==> src/sv/njs_pkg.sv <==
// ----------------------------------------------------------------------------
// njs_pkg
// Shared constants, register indexes and types of the nine-point stencil.
// ----------------------------------------------------------------------------
package njs_pkg;

	localparam int DATA_W          = 32;
	localparam int COUNT_W         = 11;
	localparam int VALUE_BITS      = 32;
	localparam int SAT_BITS        = (VALUE_BITS < 32) ? VALUE_BITS : 32;
	localparam int MAX_COLUMNS_DEF = 1024;
	localparam int OUT_DEPTH       = 16;
	localparam int ADDR_W          = 5;
	localparam int REG_IDX_W       = 3;
	localparam int WIN_N           = 9;
	localparam int OPND_W          = 34;
	localparam int PROD_W          = OPND_W + DATA_W;
	localparam int ACC_W           = PROD_W + 3;
	localparam int FRAC_SHIFT      = 30;

	localparam logic [REG_IDX_W-1:0] REG_GRID_WIDTH  = 3'd0;
	localparam logic [REG_IDX_W-1:0] REG_GRID_HEIGHT = 3'd1;
	localparam logic [REG_IDX_W-1:0] REG_COEF_HORZ   = 3'd2;
	localparam logic [REG_IDX_W-1:0] REG_COEF_VERT   = 3'd3;
	localparam logic [REG_IDX_W-1:0] REG_COEF_DIAG   = 3'd4;
	localparam logic [REG_IDX_W-1:0] REG_COEF_SRC_C  = 3'd5;
	localparam logic [REG_IDX_W-1:0] REG_COEF_SRC_X  = 3'd6;

	localparam logic [COUNT_W-1:0] GRID_RESET = 11'd1024;
	localparam logic [COUNT_W-1:0] MIN_DIM    = 11'd3;

	typedef logic signed [DATA_W-1:0] value_t;
	typedef logic signed [OPND_W-1:0] opnd_t;
	typedef logic signed [PROD_W-1:0] prod_t;
	typedef logic signed [ACC_W-1:0]  acc_t;

	typedef struct packed {
		logic [COUNT_W-1:0] grid_w;
		logic [COUNT_W-1:0] grid_h;
		value_t             coef_h;
		value_t             coef_v;
		value_t             coef_g;
		value_t             coef_c;
		value_t             coef_x;
	} cfg_t;

	typedef struct packed {
		logic valid;
		logic emit;
		logic last;
		logic clear;
	} ctrl_t;

	typedef struct packed {
		value_t old_top;
		value_t old_mid;
		value_t src_top;
		value_t src_mid;
	} line_entry_t;

	typedef struct packed {
		value_t              new_value;
		logic [DATA_W-2:0]   abs_change;
		logic [DATA_W-2:0]   max_change;
		logic                last_of_sweep;
	} result_t;

endpackage

==> src/sv/njs_cfg_regs.sv <==
// ----------------------------------------------------------------------------
// njs_cfg_regs
// APB register file: grid size and the five stencil coefficients.
// ----------------------------------------------------------------------------
module njs_cfg_regs #(
	parameter int MAX_COLUMNS = njs_pkg::MAX_COLUMNS_DEF
) (
	input  logic                       clk,
	input  logic                       arst_n,
	input  logic                       psel,
	input  logic                       penable,
	input  logic                       pwrite,
	input  logic [njs_pkg::ADDR_W-1:0] paddr,
	input  logic [31:0]                pwdata,
	output logic [31:0]                prdata,
	output logic                       pready,
	output njs_pkg::cfg_t              cfg
);
	import njs_pkg::*;

	localparam int WCAP = (MAX_COLUMNS < 2047) ? MAX_COLUMNS : 2047;
	localparam logic [COUNT_W-1:0] W_CAP = COUNT_W'(WCAP);

	logic [COUNT_W-1:0]   grid_width_q, grid_height_q;
	value_t               coef_h_q, coef_v_q, coef_g_q, coef_c_q, coef_x_q;
	logic [REG_IDX_W-1:0] reg_idx;
	logic                 wr_en;

	assign reg_idx = paddr[ADDR_W-1:2];
	assign wr_en   = psel & penable & pwrite;
	assign pready  = 1'b1;

	always_ff @(posedge clk or negedge arst_n) begin
		if (!arst_n) begin
			grid_width_q  <= GRID_RESET;
			grid_height_q <= GRID_RESET;
			coef_h_q      <= '0;
			coef_v_q      <= '0;
			coef_g_q      <= '0;
			coef_c_q      <= '0;
			coef_x_q      <= '0;
		end else if (wr_en) begin
			unique case (reg_idx)
				REG_GRID_WIDTH:  grid_width_q  <= pwdata[COUNT_W-1:0];
				REG_GRID_HEIGHT: grid_height_q <= pwdata[COUNT_W-1:0];
				REG_COEF_HORZ:   coef_h_q      <= pwdata;
				REG_COEF_VERT:   coef_v_q      <= pwdata;
				REG_COEF_DIAG:   coef_g_q      <= pwdata;
				REG_COEF_SRC_C:  coef_c_q      <= pwdata;
				REG_COEF_SRC_X:  coef_x_q      <= pwdata;
				default: ;
			endcase
		end
	end

	always_comb begin
		unique case (reg_idx)
			REG_GRID_WIDTH:  prdata = 32'(grid_width_q);
			REG_GRID_HEIGHT: prdata = 32'(grid_height_q);
			REG_COEF_HORZ:   prdata = coef_h_q;
			REG_COEF_VERT:   prdata = coef_v_q;
			REG_COEF_DIAG:   prdata = coef_g_q;
			REG_COEF_SRC_C:  prdata = coef_c_q;
			REG_COEF_SRC_X:  prdata = coef_x_q;
			default:         prdata = '0;
		endcase
	end

	always_comb begin
		priority if (grid_width_q < MIN_DIM) begin
			cfg.grid_w = MIN_DIM;
		end else if (grid_width_q > W_CAP) begin
			cfg.grid_w = W_CAP;
		end else begin
			cfg.grid_w = grid_width_q;
		end
		cfg.grid_h = (grid_height_q < MIN_DIM) ? MIN_DIM : grid_height_q;
		cfg.coef_h = coef_h_q;
		cfg.coef_v = coef_v_q;
		cfg.coef_g = coef_g_q;
		cfg.coef_c = coef_c_q;
		cfg.coef_x = coef_x_q;
	end

endmodule

==> config.mk <==
export PLATFORM = sky130hd
export DESIGN_NAME = njs_cfg_regs
export DESIGN_NICKNAME = d
export VERILOG_FILES = /design/src/sv/njs_pkg.sv /design/src/sv/njs_cfg_regs.sv
export SDC_FILE = /design/constraint.sdc
export NUM_CORES = 1
export LEC_CHECK = 0
export BUFFER_PORTS_ARGS = -buffer_cell sky130_fd_sc_hd__buf_2
export CORE_UTILIZATION = 56
export CTS_CLUSTER_DIAMETER = 100
export DETAILED_ROUTE_END_ITERATION = 8
export GPL_TIMING_DRIVEN = 1
export PLACE_DENSITY = 0.89
export SYNTH_ARGS = -nofsm -noshare
export SYNTH_HDL_FRONTEND = slang
export SYNTH_SLANG_ARGS = --single-unit
==> constraint.sdc <==
create_clock -name clk -period 2.46 [get_ports clk]
set_input_delay 0.123 -clock clk [delete_from_list [all_inputs] [get_ports clk]]
set_output_delay 0.123 -clock clk [all_outputs]
set_load 0.02 [all_outputs]
[After elaboration in Yosys (flattened, before gate mapping)]
Cells that the tools add are included.
Operators by class
  $add $sub $neg: 0
  multipliers: 0
  divide/modulo/power cells: 0
  order comparisons: 3
  equal/unequal tests: 6
  shift-type cells: 0
  muxes and demuxes: 4
  bitwise logic cells: 2
  reduce and logical (&&, ||, !) cells: 8
Operators with widths (number)
  case mux 32 bit (7 select lines): 1
  2-to-1 mux 11 bit: 3
  less-than comparator 11 x 2 -> 1 bit (second input constant): 2
  AND reduction 2 bit: 7
  greater-than comparator 11 bit (second input constant): 1
  equality test 3 bit (second input constant): 3
  equality test 3 x 2 -> 1 bit (second input constant): 2
  equality test 3 x 1 -> 1 bit (second input constant): 1
  zero test 3 bit: 1
  AND 1 bit: 2
Storage, ports and cells
  register bits: 182
  latch bits: 0
  bits in writable memories: 0
  ROM bits: 0
  logic and storage cells: 30
  memories: 0

[Longest topological paths before layout]
Gate-level depths: netlist (run 1).
  depth after elaboration: 3
  mapped depth: 6
  gate-level depth less buffers: 3

[Worst setup path after synthesis (run 1)]
Ideal clock, no wire load.
  path kind: in2out
  start point: in paddr[4] (netlist bit)
  end point: out prdata[10]
  data arrival time: 1369 ps
  required time: 2337 ps
  setup slack: 968 ps
  cell stages on the path: 6
  path buffers: 3
  path through: buf_2 > buf_2 > buf_1 > nor3b_1 > a21oi_1 > o21ai_0
Between the ends
  word-level cells in the longest chain between the ends: 2
  elaborated cells between the ends (all ways): 8
Ends and longest elaborated chain
  start: declaration: RTL line njs_cfg_regs.sv:13  | input logic [njs_pkg::ADDR_W-1:0] paddr,
  equality test 3 bit (tied with other cells): RTL line njs_cfg_regs.sv:57  | unique case (reg_idx)
  case mux 32 bit (7 select lines) *: RTL line njs_cfg_regs.sv:57
  end: declaration: RTL line njs_cfg_regs.sv:15  | output logic [31:0] prdata,
Every way passes the cells marked *; elsewhere a longest branch is shown, timed or not.

[Worst setup path in the final report (run 1)]
  start point: in paddr[2] (netlist bit)
  end point: out prdata[20]
Same word-level chain as after synthesis.

==> run metrics, run 1 <==
I/O pin count=257; post-route clock skew=0 ns; Final min period=2.35 ns; worst hold start=pwdata[25]; Final Hold Fails=0; Antenna Cells=0; worst setup margin=0.112 ns; post-cts gate resize count=0; crit path DAT=2.23 ns; Via density=6.17; Initial DRC Count=436; Pleak=5.47 nW; Mapped Avg Cell Area=13.5 um^2; Logic pwr share=0.306; routed len/inst=23.9 um; Syn Inst Count=628; Setup crit end kind=output port; total power draw=9.59 mW; multiplexer share of the synthesized area=0.300; share of flip-flops with an asynchronous set or reset=1.00; Max-cap violations=0; number of setup buffers added after CTS=0; Mapped Nets=670; R2R setup slack=1.53 ns; antenna violations before repair=0; CTS tree=yes; Clk pin slew, worst setup/hold paths=0.07 ns; Setup TNS Final=0 ns; peak fanout along the critical path=20; Area Growth Syn to Fin=26.5%; vias in the first global route=6,975; Min-Delay Path Class=primary input to flip-flop; path depth of the worst reg2reg path=1; Detail Placement HPWL=16,500 um; Die Footprint=15,700 um^2; Final ANT Viol Nets=0; CP Launch Point=paddr[2]; critical path startpoint category=primary input; max_slew headroom=0.0835; failing checks=DRC; EDFF count, synth=0; FF-to-FF End=grid_width_q[10]$_DFFE_PN1P_; FF-to-FF Start=grid_width_q[10]$_DFFE_PN1P_; row count=44; Tcrit/Tclk final=0.955; Clock Latency Late Sink=0.43 ns; Primary FF master, synth=dfrtp_1; main combinational cell family by area after synthesis=multiplexers; Power Internal=6.16 mW; gr ovfl total=0; cell area after synthesis=8500 um^2; DR vias=6,690; Seq pwr share=0.430; Post-Synth Simple-Gate Area=0.0547; Hold Slack=0.0130 ns; Inst Count DP=1,033; Slew @ Worst Pin=1.37 ns; unrepaired setup endpoints after global routing=false; gpl congestion=0.832; CTS root buf=clkbuf_16; fin nets=930; Initial Util=0.579; post-synthesis register bit count=182; FMAX=426 MHz; number of I/O port buffers=253; Sink Count=182; Switch Pwr=3.44 mW; complex-gate fraction of the synthesized area=0.0767; fin area=10,800 um^2; Finish-stage setup viols=0; first-pass GRT wire length=40,200 um; critical path required time=2.34 ns; crit-path cells=buf_2, nor2b_2, a22o_1, a221o_1, buf_2; Final Max Tran Viols=0; clk buf depth=2; Fillers=927; Pwr Density=892 nW/um^2; largest net degree at the start of global routing=75; Post-route DRC=18; Yosys cell types=41; area used by multi-input combinational logic=3710 um^2; Adder-Cell Fraction of Synth Area=0; Post-Route Utilization=0.732; Hold Crit Depth=2; Post-Synth XOR/XNOR Area=0; total wire length=25,900 um; Post-Layout Cell Count=1,085; dpl cell area=10,000 um^2; Most Frequent Cell on Critical Path=buf_2; Worst path slowest cell=nor2b_2; DR pass1 iterations=7; CTS Buf Count=17; sequential share of the synthesized area=0.536; status=complete, but fails checks; cts hold-fix bufs=20; total track usage=0.339; pre-CTS WS=0.186 ns; register area=4560 um^2; Synthesis Warnings=0; Core ar.=14,700 um^2; Hold Path End=coef_v_q[25]$_DFFE_PN0P_; critical path class=primary input to output port; Max H-tree Level=4; Die Span Y=125 um; clock power share=0.264; CP peak stage delay=1.03 ns; Max IR drop VDD=0.687 mV; Sw Ratio=0.358; share of cells above drive strength 1=0.562; Die X=125 um
[per-layer routing]
metal,share of wire,vias to the layer above,track usage
met5,0,-,0
met4,0.029,0,0.162
li1,-,2838,-
met2,0.50,402,0.563
met1,0.38,3383,0.408
met3,0.094,67,0.0984
[synth_stat cells (2+ instances only)]
master / n / area (um^2)
nand2b_1: 5 / 31.3
inv_1: 2 / 7.51
nor3_1: 2 / 10.0
dfstp_2: 2 / 52.6
nor2_1: 30 / 113
clkbuf_1: 22 / 82.6
mux2_4: 10 / 150
nor2b_1: 10 / 62.6
a32oi_1: 3 / 26.3
mux2_2: 178 / 2000
nor3b_1: 7 / 52.6
o21ai_0: 5 / 25.0
a21oi_1: 13 / 65.1
mux2i_1: 27 / 270
and4b_1: 5 / 50.1
and2_1: 5 / 31.3
a221oi_1: 5 / 43.8
nand2_1: 6 / 22.5
a221o_1: 20 / 200
o211ai_1: 6 / 45.0
a22o_1: 20 / 175
dfrtp_1: 180 / 4500
mux2_1: 11 / 124
a22oi_1: 3 / 22.5
buf_1: 3 / 11.3
buf_2: 21 / 105
nor4_1: 3 / 18.8
a211o_1: 4 / 35.0
buf_4: 8 / 60.1
[cells in the final DEF (no fill, tap or decap), drive strengths merged]
cell         synthesis  layout
or3                  1       1
o211ai               6       6
o21ai                5       5
dfstp                2       2
a211o                4       4
clkinvlp             0       4
conb                 1       1
nand4b               1       1
nand2                6       6
and2                 5       5
a21o                 1       1
mux2               199     199
nor3b                7       7
and3b                1       1
nand3                1       1
and4b                5       5
nor3                 3       3
mux2i               27      27
nor2                31      31
dfrtp              180     180
nor2b               10      10
a32oi                3       3
dlygate4sd3          0      20
a22o                20      20
clkinv               0       6
buf                 33     276
a221oi               5       5
nand4                1       1
a21oi               13      13
clkbuf              22      21
nor4                 3       3
a221o               20      20
o22ai                1       1
a22oi                3       3
nand2b               5       5
inv                  2       3
and2b                1       1
[how the worst max path moves through the flow]
stage | to | depth (start not counted)
final | prdata[20] | 5
after CTS | prdata[27] | 5
after floorplan | prdata[10] | 6
after detailed placement | prdata[27] | 5
after global routing | prdata[20] | 5
after global placement | prdata[0] | 5
[kinds of logic (layout without fill, tap and decap cells)]
logic type	count (synthesis)	in the layout
AOI/OAI and AO/OA	81	81
buffers and inverters	57	330
DFF	182	182
muxes	226	226
other	1	1
and+or+nand+nor	81	81
[cell type report]
cell class,instances,area share
clock buffers,21,0.0437
repair buffers,296,0.159
well taps,184,0.0214
clock inverters,11,0.00709
multi-input cells,389,0.345
flip-flops and latches,182,0.423
inverters,2,0.000698
[worst max-delay path, delay by kind of cell]
kind,cells,cell delay [ns]
AO/OA/AOI/OAI,2,0.49
buffers and inverters,2,0.56
AND/OR/NAND/NOR,1,1.03
[power by group through the flow]
stage / logic, mW / registers [mW] / clock network, mW
after floorplan: 1.18 / 4.66 / 0
after global placement: 2.80 / 4.09 / 0
after detailed placement: 2.87 / 4.13 / 0
after CTS: 2.92 / 4.09 / 2.54
after global routing: 3.09 / 4.18 / 2.67
final: 2.94 / 4.12 / 2.53
[registers in the layout, summed over array words and instances (netlist names)]
register,flops
coef_v_q,32
coef_h_q,32
coef_c_q,32
grid_width_q,11
grid_height_q,11
coef_x_q,32
coef_g_q,32
Note: power is estimated with default switching activity, not from simulation.
==> run 2: changes to the inputs <==
--- a/config.mk
+++ b/config.mk
@@ -6,11 +6,11 @@
 export NUM_CORES = 1
 export LEC_CHECK = 0
 export BUFFER_PORTS_ARGS = -buffer_cell sky130_fd_sc_hd__buf_2
-export CORE_UTILIZATION = 56
+export CORE_UTILIZATION = 45
 export CTS_CLUSTER_DIAMETER = 100
 export DETAILED_ROUTE_END_ITERATION = 8
 export GPL_TIMING_DRIVEN = 1
-export PLACE_DENSITY = 0.89
+export PLACE_DENSITY = 0.74
 export SYNTH_ARGS = -nofsm -noshare
 export SYNTH_HDL_FRONTEND = slang
 export SYNTH_SLANG_ARGS = --single-unit
==> run 2 against run 1 <==
The flow now finishes without violations. Combinational power fell by 2%. First-iteration DRC count down 28%. Wire length fell by 6.1%. Global-route usage is 8.4 points lower. Highest routed layer unchanged.
==> run metrics, run 2 (synthesis results as in run 1) <==
status=finished, final reports clean (was complete, but fails checks); Antenna Cells=0 (unchanged); share of cells above drive strength 1=0.561 (was 0.562); peak fanout along the critical path=20 (unchanged); Initial DRC Count=312 (was 436); post-route clock skew=0 ns (unchanged); Setup crit end kind=output port (unchanged); Final Max Tran Viols=0 (unchanged); Min-Delay Path Class=primary input to flip-flop (unchanged); fin nets=929 (was 930); Max H-tree Level=4 (unchanged); Pwr Density=905 nW/um^2 (was 892 nW/um^2); CTS root buf=clkbuf_16 (unchanged); Final Hold Fails=0 (unchanged); DR vias=6,507 (was 6,690); register area=4560 um^2 (unchanged); Area Growth Syn to Fin=28.4% (was 26.5%); Die Span Y=139 um (was 125 um); max_slew headroom=0.243 (was 0.0835); FF-to-FF End=grid_width_q[10]$_DFFE_PN1P_ (unchanged); FMAX=491 MHz (was 426 MHz); CTS tree=yes (unchanged); most frequent cells in the layout=buf_2 (252), dfrtp_1 (180), mux2_2 (178) (unchanged); total track usage=0.256 (was 0.339); critical path startpoint category=primary input (unchanged); CTS Buf Count=17 (unchanged); path depth of the worst reg2reg path=1 (unchanged); worst hold start=pwdata[21] (was pwdata[25]); clk buf depth=2 (unchanged); Clk pin slew, worst setup/hold paths=0.07 ns (about the same); dpl cell area=10,100 um^2 (was 10,000 um^2); Clock Latency Late Sink=0.42 ns (was 0.43 ns); number of setup buffers added after CTS=0 (unchanged); number of I/O port buffers=253 (unchanged); Die Footprint=19,500 um^2 (was 15,700 um^2); total wire length=24,300 um (was 25,900 um); Post-route DRC=0 (was 18); unrepaired setup endpoints after global routing=false (unchanged); Final min period=2.04 ns (was 2.35 ns); Core ar.=18,300 um^2 (was 14,700 um^2); Via density=5.76 (was 6.17); Max IR drop VDD=0.492 mV (was 0.687 mV); Pleak=5.52 nW (was 5.47 nW); antenna violations before repair=0 (unchanged); fin area=10,900 um^2 (was 10,800 um^2); Setup TNS Final=0 ns (unchanged); Final ANT Viol Nets=0 (unchanged); largest net degree at the start of global routing=75 (unchanged); vias in the first global route=6,627 (was 6,975); Initial Util=0.465 (was 0.579); critical path required time=2.34 ns (about the same); Max-cap violations=0 (unchanged); Finish-stage setup viols=0 (unchanged); row count=49 (was 44); Die X=139 um (was 125 um); Detail Placement HPWL=16,100 um (was 16,500 um); Hold Slack=0.00774 ns (was 0.0130 ns); first-pass GRT wire length=38,100 um (was 40,200 um); most common cell after layout, fill and taps aside=buf_2 (unchanged); CP Launch Point=paddr[2] (unchanged); DR pass1 iterations=5 (was 7); gpl congestion=0.805 (was 0.832); Sink Count=182 (unchanged); Slew @ Worst Pin=1.13 ns (was 1.37 ns); routed len/inst=21.5 um (was 23.9 um); cts hold-fix bufs=21 (was 20); total power draw=9.87 mW (was 9.59 mW); I/O pin count=257 (unchanged); gr ovfl total=0 (unchanged); Inst Count DP=1,076 (was 1,033); end point of the critical path=prdata[21] (was prdata[20]); Post-Layout Cell Count=1,129 (was 1,085); Fillers=1,472 (was 927); R2R setup slack=1.49 ns (was 1.53 ns); post-cts gate resize count=0 (unchanged); area used by multi-input combinational logic=3710 um^2 (unchanged); critical path class=primary input to output port (unchanged); crit path DAT=1.91 ns (was 2.23 ns); Tcrit/Tclk final=0.828 (was 0.955); FF-to-FF Start=grid_width_q[10]$_DFFE_PN1P_ (unchanged)
run 2: changes by cell type in the layout (fill, tap and decap cells not counted):
cell,previous run,this run
inv_8,0,2
dlygate4sd3_1,20,21
buf_4,18,14
inv_6,1,7
clkbuf_1,1,0
clkinv_2,4,1
buf_12,5,7
clkinvlp_4,4,1
clkbuf_8,3,1
bufinv_16,0,3
clkinv_4,2,0
run 2: through the flow:
step	util	setup WS, ns
after global placement	0.552	0.376
after global routing	0.597	0.335
after CTS	0.597	0.376
final	0.597	0.424
after floorplan	-	0.968
after detailed placement	0.552	0.316
run 2: layout make-up:
class                      instances  area share
clock buffer                      18      0.0402
inverter                           2    0.000688
sequential                       182       0.417
multi-input combinational        389       0.340
timing repair buffer             295       0.158
tap                              229      0.0262
clock inverter                    14      0.0171
run 2: power breakdown:
part | leakage, nW | internal [mW] | switching, mW | total [mW]
sequential | 2.32 | 3.58 | 0.510 | 4.09
clock | 0.307 | 1.66 | 1.24 | 2.90
combinational | 2.89 | 1.20 | 1.67 | 2.87
total | 5.52 | 6.45 | 3.43 | 9.87
run 2: worst min path at each step:
stage / to / slack [ns] / cells past startpoint
6_report: coef_h_q[21]$_DFFE_PN0P_ / 0.008 / 2
5_1_grt: coef_g_q[21]$_DFFE_PN0P_ / 0.02 / 2
4_1_cts: coef_h_q[21]$_DFFE_PN0P_ / 0.009 / 2
3_5_place_dp: coef_h_q[6]$_DFFE_PN0P_ / 0.09 / 1
3_3_place_gp: coef_h_q[6]$_DFFE_PN0P_ / 0.09 / 1
2_1_floorplan: coef_c_q[0]$_DFFE_PN0P_ / -0.17 / 0
run 2: layer usage:
layer | vias up | track usage | wire, um
li1 | 2841 | - | -
met1 | 3352 | 0.324 | 10100
met2 | 283 | 0.426 | 11800
met3 | 31 | 0.0733 | 2030
met4 | 0 | 0.0725 | 336
met5 | - | 0 | 0
run 2: worst max-delay path, stage by stage:
cell and delay [ns]:
buf_2 0.18, nand2b_1 0.20, nor2_2 0.85, a221o_1 0.35, buf_2 0.19
==> run 3: changes to the inputs <==
==> constraint.sdc (replaced) <==
create_clock -name clk -period 2 [get_ports clk]
set_input_delay 0.1 -clock clk [delete_from_list [all_inputs] [get_ports clk]]
set_output_delay 0.1 -clock clk [all_outputs]
set_load 0.02 [all_outputs]
==> run 3 against run 2 <==
Global-route usage rose by 0.57 points. Worst setup slack worse by 0.37 ns. First-iteration DRC count shrank 11%. Worst hold slack better by 0.14 ns. Core utilization grew 1.1 points. Critical path depth did not move. Register-to-register slack got worse by 0.44 ns. Sequential power up 23%. Combinational power is 24% higher. Sequential share of layout area fell by 0.77 points. Critical path type unchanged. Critical endpoint unchanged.
==> run metrics, run 3 (synthesis results as in run 1) <==
share of cells above drive strength 1=0.554 (was 0.561); CTS tree=yes (unchanged); vias in the first global route=6,737 (was 6,627); Final ANT Viol Nets=0 (unchanged); number of I/O port buffers=253 (unchanged); Die Span Y=139 um (unchanged); gr ovfl total=0 (unchanged); Final min period=1.95 ns; most common cell after layout, fill and taps aside=buf_2 (unchanged); Initial DRC Count=277 (was 312); Max-cap violations=0 (unchanged); Tcrit/Tclk final=0.975; clk buf depth=2 (unchanged); largest net degree at the start of global routing=70 (was 75); Fillers=1,478 (was 1,472); Post-route DRC=0 (unchanged); Area Growth Syn to Fin=30.8% (was 28.4%); Worst path slowest cell=nor2_2 (unchanged); routed len/inst=21.6 um (was 21.5 um); critical path required time=1.90 ns (was 2.34 ns); Final Hold Fails=0 (unchanged); Clock Latency Late Sink=0.42 ns (about the same); Global Route met3 Usage=0.0699 (was 0.0733); total wire length=24,700 um (was 24,300 um); first-pass GRT wire length=38,800 um (was 38,100 um); Sink Count=182 (unchanged); Clk pin slew, worst setup/hold paths=0.07 ns (about the same); status=finished, final reports clean (unchanged); critical path class=primary input to output port (unchanged); critical path startpoint category=primary input (unchanged); Initial Util=0.465 (unchanged); FMAX=513 MHz; Min-Delay Path Class=primary input to asynchronous set/reset pin (was primary input to flip-flop); Pleak=5.60 nW (was 5.52 nW); Max IR drop VDD=0.583 mV (was 0.492 mV); gpl congestion=0.823 (was 0.805); Max H-tree Level=4 (unchanged); Die X=139 um (unchanged); CTS Buf Count=17 (unchanged); total power draw=12.2 mW (was 9.87 mW); post-route clock skew=0 ns (unchanged); fin nets=944 (was 929); number of setup buffers added after CTS=0 (unchanged); Detail Placement HPWL=16,100 um (about the same); Final Max Tran Viols=0 (unchanged); GRT Max-Usage Layer=met2 (unchanged); cell family with most CP delay=simple AND/OR/NAND/NOR gates (unchanged); most frequent cells in the layout=buf_2 (252), dfrtp_1 (180), mux2_2 (178) (unchanged); Die Footprint=19,500 um^2 (unchanged); Core ar.=18,300 um^2 (unchanged); row count=49 (unchanged); CP peak stage delay=0.90 ns (was 0.85 ns); antenna violations before repair=0 (unchanged); Setup crit end kind=output port (unchanged); total track usage=0.261 (was 0.256); max_slew headroom=0.206 (was 0.243); Post-Route Utilization=0.609 (was 0.597); Most Frequent Cell on Critical Path=buf_2 (unchanged); DR pass1 iterations=4 (was 5); Pwr Density=1100 nW/um^2 (was 905 nW/um^2); Slew @ Worst Pin=1.19 ns (was 1.13 ns); DR vias=6,511 (was 6,507); CTS root buf=clkbuf_16 (unchanged); Antenna Cells=0 (unchanged); CP bufs+invs=2 (unchanged); I/O pin count=257 (unchanged); met1 usage=0.331 (was 0.324); Finish-stage setup viols=0 (unchanged); crit-path cells=buf_2, nand2b_1, nor2_2, a221o_1, buf_2 (unchanged); register area=4560 um^2 (unchanged); Via density=5.69 (was 5.76); met2 Resource Use GR=0.441 (was 0.426); peak fanout along the critical path=20 (unchanged); area used by multi-input combinational logic=3720 um^2 (was 3710 um^2); crit path DAT=1.85 ns (was 1.91 ns)
-- run 3: cell count changes in the layout (fill, tap and decap cells not counted), moves of 2 or more --
cell,before,now
buf_12,7,11
clkinv_4,0,2
inv_6,7,4
o21ai_0,5,3
dlygate4sd3_1,21,33
o21ai_1,0,2
inv_8,2,0
-- run 3: where the power goes --
group,internal (mW),switching [mW],total (mW),leakage [nW]
sequential,4.41,0.629,5.04,2.32
combinational,1.50,2.06,3.56,2.97
clock,2.14,1.48,3.62,0.309
-- run 3: timing repair --
item	4_1_cts	5_1_grt
setup endpoints to repair	0	4
hold endpoints to repair	237	0
gates resized for setup	0	3
hold buffers	33	0
-- run 3: path summary, 6_finish.rpt --
path / from / end / slack [ns] / cells past startpoint
min in group clk: pwrite / coef_c_q[31]$_DFFE_PN0P_ / 0.37 / 5
worst max register to register: grid_width_q[10]$_DFFE_PN1P_ / grid_width_q[10]$_DFFE_PN1P_ / 1.05 / 1
worst min register to register: coef_c_q[6]$_DFFE_PN0P_ / coef_c_q[6]$_DFFE_PN0P_ / 0.51 / 1
max in group asynchronous: arst_n / coef_g_q[31]$_DFFE_PN0P_ / 1.14 / 3
worst max-delay path: paddr[2] / prdata[21] / 0.05 / 5
worst min-delay path: arst_n / coef_h_q[6]$_DFFE_PN0P_ / 0.14 / 2
-- run 3: per-stage QoR --
stage	setup WS, ns	std cells	hold slack (ns)	instance area [um^2]	TNS [ns]
after floorplan	0.554	628	-0.196	8500	0
after global placement	-0.0368	1079	0.0354	10200	-0.0560
after detailed placement	0.0607	1079	0.0359	10200	0
after CTS	0.00739	1144	0.141	11100	0
after global routing	-0.000106	1144	0.175	11100	-0.000106
final	0.0501	1144	0.145	11100	0
-- run 3: layout make-up --
type,instances,share of cell area
tap,229,0.0258
clock buffer,19,0.0398
timing repair buffer,310,0.173
sequential,182,0.410
inverter,2,0.000675
clock inverter,13,0.0171
multi-input combinational,389,0.334
-- run 3: metal layers --
| metal | wire, um | vias to the layer above |
|---|---|---|
| li1 | - | 2876 |
| met4 | 309 | 0 |
| met1 | 10300 | 3346 |
| met3 | 1970 | 25 |
| met2 | 12100 | 264 |
| met5 | 0 | - |
